**src/assert_macros.svh**
```systemverilog
// Assertion helpers for the retransmit table
`ifndef ASSERT_MACROS_SVH
`define ASSERT_MACROS_SVH
// assert that a implies b on the same edge
`define ASSERT_IMPL(label, clk, rst_n, a, b) \
	label: assert property (@(posedge clk) disable iff (!rst_n) (a) |-> (b)) \
		else $error("assertion failed");
// assert that a implies b on the next edge
`define ASSERT_NEXT(label, clk, rst_n, a, b) \
	label: assert property (@(posedge clk) disable iff (!rst_n) (a) |=> (b)) \
		else $error("assertion failed");
`endif

```
**src/art_pkg.sv**
```systemverilog
`timescale 1ns / 1ps
package art_pkg;
	localparam int SLOTS = 16;
	localparam int SLOT_W = $clog2(SLOTS);

	// command codes
	localparam logic [1:0] CMD_ADD = 2'd0;
	localparam logic [1:0] CMD_REMOVE = 2'd1;
	localparam logic [1:0] CMD_FIND = 2'd2;
	localparam logic [1:0] CMD_TICK = 2'd3;

	// result kinds
	localparam logic [2:0] K_SEND = 3'd0;
	localparam logic [2:0] K_DELIV = 3'd1;
	localparam logic [2:0] K_CANCEL = 3'd2;
	localparam logic [2:0] K_GAVEUP = 3'd3;
	localparam logic [2:0] K_NOTPEND = 3'd4;
	localparam logic [2:0] K_PEND = 3'd5;
	localparam logic [2:0] K_FULL = 3'd6;
	localparam logic [2:0] K_TICKDONE = 3'd7;

	// register addresses
	localparam logic [2:0] ADDR_MAX_TRIES = 3'd0;
	localparam logic [2:0] ADDR_TIMEOUT = 3'd4;

	// one slot entry
	typedef struct packed {
		logic [31:0] id;
		logic [15:0] dest;
		logic [15:0] payload;
		logic [7:0] tries;
		logic forever_f;
		logic notify;
		logic [31:0] sent_at;
	} entry_t;

	// one result item
	typedef struct packed {
		logic [2:0] kind;
		logic [31:0] id;
		logic [15:0] dest;
		logic [15:0] payload;
		logic notify;
		logic last;
	} result_t;
endpackage

```
**src/art_cfg.sv**
```systemverilog
`timescale 1ns / 1ps
module art_cfg (
	input logic clk,
	input logic arst_n,
	input logic psel,
	input logic penable,
	input logic pwrite,
	input logic [2:0] paddr,
	input logic [31:0] pwdata,
	output logic [31:0] prdata,
	output logic pready,
	output logic [7:0] max_tries_q,
	output logic [15:0] timeout_q
);
	assign pready = 1'b1;

	// register writes
	always_ff @(posedge clk or negedge arst_n) begin
		if (!arst_n) begin
			max_tries_q <= 8'd5;
			timeout_q <= 16'd3;
		end else if (psel && penable && pwrite) begin
			if (paddr == art_pkg::ADDR_MAX_TRIES) max_tries_q <= pwdata[7:0];
			else if (paddr == art_pkg::ADDR_TIMEOUT) timeout_q <= pwdata[15:0];
		end
	end

	// read mux
	always_comb begin
		prdata = 32'd0;
		if (paddr == art_pkg::ADDR_MAX_TRIES) prdata = {24'd0, max_tries_q};
		else if (paddr == art_pkg::ADDR_TIMEOUT) prdata = {16'd0, timeout_q};
	end
endmodule

```
**src/ack_retransmit_table.sv**
```systemverilog
`timescale 1ns / 1ps
// ack_retransmit_table: table of messages waiting for acknowledgement.
// Input stream s_axis: tdata carries msg_id, dest_tag, payload_ref, forever_req,
// notify_wanted, delivered, has_reply_source; tuser carries the command.
// Output stream m_axis: tdata carries msg_id_res, dest_tag_res, payload_ref_res,
// notify_wanted_res; tuser carries the kind; tlast marks the final result of an item.
// APB port: max_tries at 0x0, timeout_ticks at 0x4; pready is always high.
// One item at a time: s_axis_tready is high only while the sequencer is idle.
// A single slot pointer walks the table one slot per cycle; during a tick it pauses at
// each overdue entry to emit its results. Add, remove and find scan every slot before
// their single result; a tick emits a resend for each overdue entry, a gave-up result
// for each that gives up, and a final tick-done result.
// Separate compare logic matches ids for remove and find and checks timeouts for ticks.
// If the receiver stalls, the result waits in the output register and the sequencer
// holds before loading the next one. Reset empties the table, zeroes time and the id
// counter, and restores the register defaults.
module ack_retransmit_table (
	input logic clk,
	input logic arst_n,
	input logic s_axis_tvalid,
	output logic s_axis_tready,
	// [31:0] msg_id, [47:32] dest_tag, [63:48] payload_ref, [64] forever_req,
	// [65] notify_wanted, [66] delivered, [67] has_reply_source, rest zero
	input logic [71:0] s_axis_tdata,
	// [1:0] command
	input logic [1:0] s_axis_tuser,
	output logic m_axis_tvalid,
	input logic m_axis_tready,
	// [31:0] msg_id_res, [47:32] dest_tag_res, [63:48] payload_ref_res,
	// [64] notify_wanted_res, rest zero
	output logic [71:0] m_axis_tdata,
	// [2:0] kind
	output logic [2:0] m_axis_tuser,
	output logic m_axis_tlast,
	input logic psel,
	input logic penable,
	input logic pwrite,
	input logic [2:0] paddr,
	input logic [31:0] pwdata,
	output logic [31:0] prdata,
	output logic pready
);
	localparam int SW = art_pkg::SLOT_W;
	localparam logic [SW-1:0] LAST_SLOT = SW'(art_pkg::SLOTS - 1);

	typedef enum logic [4:0] {
		ST_IDLE = 5'b00001,
		ST_SCAN = 5'b00010,
		ST_EMIT = 5'b00100,
		ST_GIVE = 5'b01000,
		ST_DONE = 5'b10000
	} state_t;

	logic [7:0] max_tries_q;
	logic [15:0] timeout_q;

	art_cfg u_cfg (
		.clk(clk), .arst_n(arst_n), .psel(psel), .penable(penable),
		.pwrite(pwrite), .paddr(paddr), .pwdata(pwdata), .prdata(prdata),
		.pready(pready), .max_tries_q(max_tries_q), .timeout_q(timeout_q)
	);

	state_t state_q;
	logic [art_pkg::SLOTS-1:0] valid_q;
	art_pkg::entry_t slot_q [art_pkg::SLOTS];
	logic [31:0] now_q, next_id_q;
	logic [SW-1:0] ptr_q;
	logic [1:0] cmd_q;
	logic [71:0] req_q;
	logic found_q;
	logic [SW-1:0] hit_q;
	logic out_v_q;
	art_pkg::result_t res_q;

	art_pkg::entry_t cur;
	logic id_match, overdue, out_free, emit_now;
	logic [31:0] age;

	assign cur = slot_q[ptr_q];
	assign age = now_q - cur.sent_at;
	// compare logic: id match for lookups, timeout check for ticks
	assign id_match = valid_q[ptr_q] && (cur.id == req_q[31:0]);
	assign overdue = valid_q[ptr_q] && (age > {16'd0, timeout_q});
	assign out_free = !out_v_q || m_axis_tready;
	// a result is loaded into the output register this cycle
	assign emit_now = out_free && (state_q == ST_EMIT || state_q == ST_GIVE ||
		state_q == ST_DONE);

	assign s_axis_tready = (state_q == ST_IDLE);
	assign m_axis_tvalid = out_v_q;
	assign m_axis_tlast = res_q.last;
	assign m_axis_tuser = res_q.kind;
	assign m_axis_tdata = {7'd0, res_q.notify, res_q.payload, res_q.dest, res_q.id};

	function automatic art_pkg::result_t mk(logic [2:0] k, logic [31:0] id,
		logic [15:0] d, logic [15:0] p, logic n, logic l);
		art_pkg::result_t r;
		r.kind = k; r.id = id; r.dest = d; r.payload = p; r.notify = n; r.last = l;
		return r;
	endfunction

	// sequencer
	always_ff @(posedge clk or negedge arst_n) begin
		if (!arst_n) begin
			state_q <= ST_IDLE;
			valid_q <= '0;
			now_q <= '0;
			next_id_q <= '0;
			ptr_q <= '0;
			found_q <= 1'b0;
			out_v_q <= 1'b0;
		end else begin
			if (emit_now) out_v_q <= 1'b1;
			else if (m_axis_tready) out_v_q <= 1'b0;
			unique case (state_q)
				ST_IDLE: begin
					if (s_axis_tvalid) begin
						cmd_q <= s_axis_tuser;
						req_q <= s_axis_tdata;
						ptr_q <= '0;
						found_q <= 1'b0;
						if (s_axis_tuser == art_pkg::CMD_TICK) now_q <= now_q + 32'd1;
						state_q <= ST_SCAN;
					end
				end
				ST_SCAN: begin
					if (cmd_q == art_pkg::CMD_TICK) begin
						if (overdue) state_q <= ST_EMIT;
						else if (ptr_q == LAST_SLOT) state_q <= ST_DONE;
						else ptr_q <= ptr_q + 1'b1;
					end else begin
						if (!found_q && ((cmd_q == art_pkg::CMD_ADD) ? !valid_q[ptr_q]
							: id_match)) begin
							found_q <= 1'b1;
							hit_q <= ptr_q;
						end
						if (ptr_q == LAST_SLOT) state_q <= ST_DONE;
						else ptr_q <= ptr_q + 1'b1;
					end
				end
				ST_EMIT: begin
					// resend the overdue entry, then update its budget or give it up
					if (out_free) begin
						res_q <= mk(art_pkg::K_SEND, cur.id, cur.dest, cur.payload,
							cur.notify, 1'b0);
						if (!cur.forever_f && cur.tries == 8'd0) begin
							state_q <= ST_GIVE;
						end else begin
							if (!cur.forever_f) slot_q[ptr_q].tries <= cur.tries - 8'd1;
							slot_q[ptr_q].sent_at <= now_q;
							if (ptr_q == LAST_SLOT) state_q <= ST_DONE;
							else begin
								ptr_q <= ptr_q + 1'b1;
								state_q <= ST_SCAN;
							end
						end
					end
				end
				ST_GIVE: begin
					if (out_free) begin
						res_q <= mk(art_pkg::K_GAVEUP, cur.id, cur.dest, cur.payload,
							cur.notify, 1'b0);
						valid_q[ptr_q] <= 1'b0;
						if (ptr_q == LAST_SLOT) state_q <= ST_DONE;
						else begin
							ptr_q <= ptr_q + 1'b1;
							state_q <= ST_SCAN;
						end
					end
				end
				ST_DONE: begin
					if (out_free) begin
						state_q <= ST_IDLE;
						unique case (cmd_q)
							art_pkg::CMD_ADD: begin
								if (!found_q) begin
									res_q <= mk(art_pkg::K_FULL, '0, '0, '0, 1'b0, 1'b1);
								end else begin
									valid_q[hit_q] <= 1'b1;
									slot_q[hit_q].id <= next_id_q;
									slot_q[hit_q].dest <= req_q[47:32];
									slot_q[hit_q].payload <= req_q[63:48];
									slot_q[hit_q].forever_f <= req_q[64];
									slot_q[hit_q].notify <= req_q[65];
									slot_q[hit_q].tries <= req_q[64] ? 8'd0 :
										((max_tries_q == 8'd0) ? 8'd0 : max_tries_q - 8'd1);
									slot_q[hit_q].sent_at <= now_q;
									next_id_q <= next_id_q + 32'd1;
									res_q <= mk(art_pkg::K_SEND, next_id_q, req_q[47:32],
										req_q[63:48], req_q[65], 1'b1);
								end
							end
							art_pkg::CMD_REMOVE: begin
								if (!found_q) begin
									res_q <= mk(art_pkg::K_NOTPEND, req_q[31:0], '0, '0,
										1'b0, 1'b1);
								end else begin
									valid_q[hit_q] <= 1'b0;
									if (req_q[66])
										res_q <= mk(art_pkg::K_DELIV, req_q[31:0],
											req_q[67] ? req_q[47:32] : slot_q[hit_q].dest,
											req_q[63:48], slot_q[hit_q].notify, 1'b1);
									else
										res_q <= mk(art_pkg::K_CANCEL, req_q[31:0],
											slot_q[hit_q].dest, slot_q[hit_q].payload,
											slot_q[hit_q].notify, 1'b1);
								end
							end
							art_pkg::CMD_FIND: begin
								if (!found_q)
									res_q <= mk(art_pkg::K_NOTPEND, req_q[31:0], '0, '0,
										1'b0, 1'b1);
								else
									res_q <= mk(art_pkg::K_PEND, req_q[31:0],
										slot_q[hit_q].dest, slot_q[hit_q].payload,
										slot_q[hit_q].notify, 1'b1);
							end
							default: res_q <= mk(art_pkg::K_TICKDONE, '0, '0, '0,
								1'b0, 1'b1);
						endcase
					end
				end
				default: state_q <= ST_IDLE;
			endcase
		end
	end

	`include "assert_macros.svh"

	// a waiting result holds while the receiver stalls
	`ASSERT_NEXT(a_hold, clk, arst_n, m_axis_tvalid && !m_axis_tready, m_axis_tvalid)
	// no input taken while a scan is in progress
	`ASSERT_IMPL(a_busy, clk, arst_n, state_q != ST_IDLE, !s_axis_tready)
	// gave-up step is only reached for an exhausted bounded entry
	`ASSERT_IMPL(a_give, clk, arst_n, state_q == ST_GIVE,
		valid_q[ptr_q] && !cur.forever_f && cur.tries == 8'd0)
endmodule

```
**config.mk**
```make
export PLATFORM = sky130hd
export DESIGN_NAME = ack_retransmit_table
export DESIGN_NICKNAME = d
export VERILOG_FILES = /design/src/art_pkg.sv /design/src/art_cfg.sv /design/src/ack_retransmit_table.sv
export VERILOG_INCLUDE_DIRS = /design/src /design/src/src
export SDC_FILE = /design/constraint.sdc
export NUM_CORES = 2
export LEC_CHECK = 0
export BUFFER_PORTS_ARGS = -buffer_cell sky130_fd_sc_hd__buf_4
export CORE_MARGIN = 1.5
export CORE_UTILIZATION = 44
export DETAILED_ROUTE_END_ITERATION = 7
export PLACE_DENSITY = 0.69
export SLEW_MARGIN = 20
export SYNTH_ARGS = -nofsm -noshare
export SYNTH_HDL_FRONTEND = slang
export SYNTH_SLANG_ARGS = --single-unit
```
**constraint.sdc**
```tcl
create_clock -name clk -period 23.8 [get_ports clk]
set_clock_uncertainty 0.2 [all_clocks]
set_input_delay 3.57 -clock clk [delete_from_list [all_inputs] [get_ports clk]]
set_output_delay 3.57 -clock clk [all_outputs]
set_load 0.005 [all_outputs]
```
; Word-level counts from Yosys, hierarchy flattened
; Memories as Yosys holds them, arrays and structs flattened. A register that Yosys moved wholly into a read port is not among the register bits.
; Cells that the tools add are included.
[totals]
register_bits = 258
n_memories = 1
input_bits = 116
elab_cells = 169
ramBits = 1696
[op_classes]
n_reduce_logical = 40
muxes = 69
order_cmp = 5
n_bitwise = 7
eq_ne = 23
add_sub_neg = 6
[mem_list]
columns = memory, depth, width, rd, rd_ports_with_merged_regs, wr, line
row1 = slot_q, 16, 106, 2, 1, 1, ack_retransmit_table.sv:65  ; art_pkg::entry_t slot_q [art_pkg::SLOTS];
[op_table]
columns = operator, n
row1 = case mux 69 bit (3 select lines), 2
row2 = 2-to-1 mux 69 bit, 5
row3 = 2-to-1 mux 106 bit, 1
row4 = OR reduction 106 bit, 1
row5 = 2-to-1 mux 16 bit, 6
row6 = 2-to-1 mux 68 bit, 1
row7 = 2-to-1 mux 67 bit, 1
row8 = adder 32 x 1 -> 32 bit (second input constant), 2
row9 = case mux 16 bit (2 select lines), 2
row10 = 2-to-1 mux 5 bit, 9
row11 = 2-to-1 mux 4 bit, 9
row12 = bitwise AND 16 bit, 2
row13 = equality test 32 bit, 1
row14 = > comparator 32 x 16 -> 1 bit, 1
row15 = 2-to-1 mux 32 bit, 1
row16 = inverter 16 bit, 2
row17 = subtractor 32 bit, 1
row18 = case mux 5 bit (5 select lines), 1
row19 = 2-to-1 mux 1 bit, 23
row20 = logical NOT 8 bit, 2
row21 = 2-to-1 mux 8 bit, 2
row22 = bitwise OR 16 bit, 1
row23 = case mux 4 bit (4 select lines), 1
row24 = AND reduction 4 bit, 4
row25 = other kinds (33), 69

; Depth between registers and ports, before layout
[logic_depth]
word_depth = 10
ltp_mapped = 32
depth_no_buf = 23

; Hierarchy
; From an unflattened synthesis, not the netlist that was laid out.
[unflattened]
hier_cells = 4351
area_unflattened_um2 = 83659.0
[modules_own_cells]
columns = mod, instances, cells_per_inst, area_per_inst_um2
row1 = ack_retransmit_table, 1, 4250, 82341.5
row2 = art_cfg, 1, 101, 1317.5

; Worst setup path after synthesis
; Ideal clock, no wire load.
[synth_path]
path_kind = input to register
start = input m_axis_tready
end = memory slot_q[9][0] (netlist name) (enable)
slack_ns = 11.986
arrival_time_ns = 11.193
path_buffers = 1
cell_stages = 8
required_time_ns = 23.179
cell_sequence = nand2b_1 > clkbuf_1 > nand3_1 > nor2_1 > nand2_1 > nor3b_1 > a21oi_1 > nor2_1
[synth_via]
elab_chain_len = 7
[synth_rtl]
columns = element, line
row1 = from (decl), ack_retransmit_table.sv:28  ; input logic m_axis_tready,
row2 = logical OR 1 bit *, ack_retransmit_table.sv:84  ; assign out_free = !out_v_q || m_axis_tready;
row3 = 2-to-1 mux 1 bit, ack_retransmit_table.sv:172  ; if (out_free) begin
row4 = 2-to-1 mux 1 bit, ack_retransmit_table.sv:115  ; unique case (state_q)
row5 = logical AND 1 bit (not written as such), -
row6 = 2-to-1 mux 1 bit, -
row7 = OR reduction 106 bit (no source line), -
row8 = 2-to-1 mux 4 bit (no source line) or 2-to-1 mux 3 bit (tied branches), -
row9 = to (decl), ack_retransmit_table.sv:65
; Every way passes the cells marked *; elsewhere a longest branch is shown, timed or not.

; Final worst setup path
[layout_path]
start = input paddr[1]
end = output prdata[0]
[layout_via]
elab_chain_len = 3
[layout_rtl]
columns = element, line
row1 = from (decl), ack_retransmit_table.sv:38  ; input logic [2:0] paddr,
row2 = equality test 3 bit, art_cfg.sv:32  ; else if (paddr == art_pkg::ADDR_TIMEOUT) prdata = {16'd0, timeout_q};
row3 = 2-to-1 mux 16 bit, art_cfg.sv:32
row4 = 2-to-1 mux 32 bit *, art_cfg.sv:31  ; if (paddr == art_pkg::ADDR_MAX_TRIES) prdata = {24'd0, max_tries_q};
row5 = to (decl), ack_retransmit_table.sv:40  ; output logic [31:0] prdata,
; Marked as above.

==> run metrics <==
Leak Pwr about 28 nW; worst endpoint data arrival time between 4 and 5 ns; CP Cell Sequence buf_4 -> or2_2 -> nor2_1 -> buf_4; CTS Buf Count roughly 200; via count 43800; Buf+Inv Stages, Crit Path 2; Worst-path clk slew 0.06 ns; R2R Setup Slk about 16 ns; register area share after synthesis roughly 70%; Power, Total roughly 0.008 W; row count 159; Worst-Margin Slew about 1.1 ns; Ys Warns 0; most frequent cells in the layout edfxtp_1 (1839), mux4_2 (682), buf_4 (256); pwr dens roughly 83 nW/um2; routed len/inst around 28 um; synthesis-stage register bit count 1958; CP required around 20 ns; First-pass DRT Iterations 8; Worst Setup End Kind output port; Area Overhead vs Synth 13.3%; Non-Filler Instances 7200; drt initial violations around 5000; CP Depth 4; Synth Instances about 4300; vias in the first global route about 44000; RSZ-0062 raised after global routing no; Net Sw Power 0.00186 W; largest net degree at the start of global routing 141; Overflow after GRT 0; R2R Path End ptr_q[0]; worst reg-to-reg path cell count 21; final core occ 50.2%; CP startpoint kind input pin; ys flop type edfxtp_1; die area approximately 190000 um2; DIE WIDTH around 440 um; Comb pwr share roughly 11%; kind of critical path in -> out; setup_tns 0 ns; total track usage 21.3%; Sw Share 23.7%; Die Ht 438 um; Fmax 124 MHz; first-pass GRT wire length 300000 um; CP max FO 9; later-pin clock latency in the skew report roughly 0.86 ns; initial antenna violation count 3; setup bufs post-CTS 0; syn_area_per_cell approximately 19 um2; Via density around 6.1; Rel. slew slack between 20% and 30%; fin. max-slew vios 0; WHS Path Cells 2; failing checks design-rule violations; post-synthesis cell area between 80000 and 90000 um2; initial core utilization between 40% and 50%; post-synth cell types between 70 and 80; NumNets Final roughly 4700; Min-Delay Path Class reg -> reg; reg2reg start ptr_q[0]; fin crit share around a third; Final min period 8.09 ns; Root Driver clkbuf_16; htree depth 4; routability cong. 0.862; Core ar. 188000 um2; commonest non-fill, non-tap cell in the layout edfxtp_1; CTS Sinks a little under 2000; Fin Hold WS about 0.3 ns; drt drc 16; EDFF count, synth ~1800; port buffer count 182; antenna-violating nets left 0; final setup fails 0; layout cells sized above 1 between 20 and 30%; final hold violations 0; Int Pwr approximately 0.006 W; post-CTS resize count 0; asr flop ratio synth 5.87%; hold buffers post-CTS 0; cell mode on critical path buf_4; Clock Tree Buf Depth 3; Ports around 230; Layout fillers around 15000; outcome finished with violations; CP max-delay cell or2_2; Routed WL 205000 um; # Max-Cap Violations 0; placed cells 6828; CP max stage delay around 0.36 ns; Reg power frac roughly 49%; Detail Placement HPWL approximately 110000 um; Max IR drop VDD 87.8 uV; Clock power frac about 40%; CTS tree yes; critical path's top delay family simple AND/OR/NAND/NOR gates
-- synthesized netlist by cell type, types with 7 or more instances --
cell type | instances | area [um2]
and3_1 | 82 | 513
buf_2 | 36 | 180
nand2_1 | 196 | 736
o21ai_0 | 106 | 531
buf_6 | 11 | 124
mux4_2 | 682 | 15400
clkbuf_1 | 153 | 574
o22ai_1 | 13 | 81.3
dfrtp_1 | 110 | 2750
nand2b_1 | 11 | 68.8
or2_2 | 7 | 43.8
xnor2_1 | 78 | 683
edfxtp_1 | 1839 | 55200
a22oi_1 | 36 | 270
nor3b_1 | 7 | 52.6
a31oi_1 | 20 | 125
and2_1 | 10 | 62.6
o211ai_1 | 8 | 60.1
mux2i_1 | 47 | 470
nor2_1 | 162 | 608
buf_1 | 36 | 135
nor4_1 | 13 | 81.3
nand4_1 | 27 | 169
o21ai_1 | 32 | 160
ha_1 | 58 | 726
a211oi_1 | 9 | 67.6
xor2_1 | 38 | 333
nor2b_1 | 44 | 275
a21o_1 | 9 | 67.6
buf_4 | 33 | 248
a21oi_1 | 128 | 641
nor3_1 | 32 | 160
mux2_2 | 20 | 225
inv_1 | 70 | 263
nand3_1 | 47 | 235
-- worst min-delay path, cell delays in order, from the launching register on --
cell	delay, ns
dfrtp_1	0.34
a21oi_1	0.04
nor2_1	0.08
-- cell families after synthesis --
group | count (synthesis) | synth area share [%]
AO/OA/AOI/OAI | 418 | 3.00
XOR/XNOR | 116 | 1.22
adder cells (fa/ha/maj) | 59 | 0.895
buffers and inverters | 343 | 1.85
flip-flops | 1958 | 69.8
multiplexers | 755 | 19.4
other | 2 | 0.00901
AND/OR/NAND/NOR | 663 | 3.84
-- flip-flops by register name (all words and copies together) (netlist names), named ones only --
register,flops
ptr_q,4
slot_q,1696
m_axis_tdata,65
hit_q,4
m_axis_tuser,3
cmd_q,2
next_id_q,32
req_q,68
found_q,1
m_axis_tvalid,1
u_cfg.timeout_q,16
state_q,5
u_cfg.max_tries_q,8
now_q,32
m_axis_tlast,1
-- metal layers --
| layer | vias up | GRT usage (%) | wire [um] |
|---|---|---|---|
| met5 | - | 0 | 0 |
| met4 | 0 | 7.08 | 6580 |
| met2 | 1946 | 35.3 | 103000 |
| li1 | 18200 | - | - |
| met1 | 23300 | 29.0 | 80400 |
| met3 | 332 | 3.02 | 14900 |
-- how the worst max path moves through the flow --
stage                     slack [ns]           from             end
after CTS                      15.61       ptr_q[0]        ptr_q[0]
final                          15.71       paddr[1]       prdata[0]
after global placement         15.27  m_axis_tready   slot_q[8][42]
after global routing           15.19       ptr_q[0]        ptr_q[0]
after detailed placement       15.35  m_axis_tready  slot_q[14][59]
after floorplan                11.99  m_axis_tready    slot_q[9][0]
-- power groups by stage --
stage	clock network, W	logic (W)	registers [W]
after floorplan	0	0.000728	0.00387
after global placement	0	0.000877	0.00392
after detailed placement	0	0.000882	0.00392
after CTS	0.00316	0.000884	0.00385
after global routing	0.00328	0.000946	0.00386
final	0.00311	0.000870	0.00385
-- layout make-up --
cell class                 count  area (um2)  area share, %
clock inverter               114        1270           1.35
tap                         2495        3120           3.31
clock buffer                 253        5290           5.61
multi-input combinational   2035       24000           25.5
sequential                  1958       58200           61.7
antenna                        2        5.00        0.00530
inverter                      74         278          0.294
timing repair buffer         269        2180           2.31
-- through the flow --
step	worst slack (ns)	instance area [um2]
detailed placement	15.35	87700
finish	15.71	94400
floorplan	11.99	83400
global placement	15.27	87700
global route	15.19	94400
CTS	15.61	94300
Power figures use the tool's default switching activity.
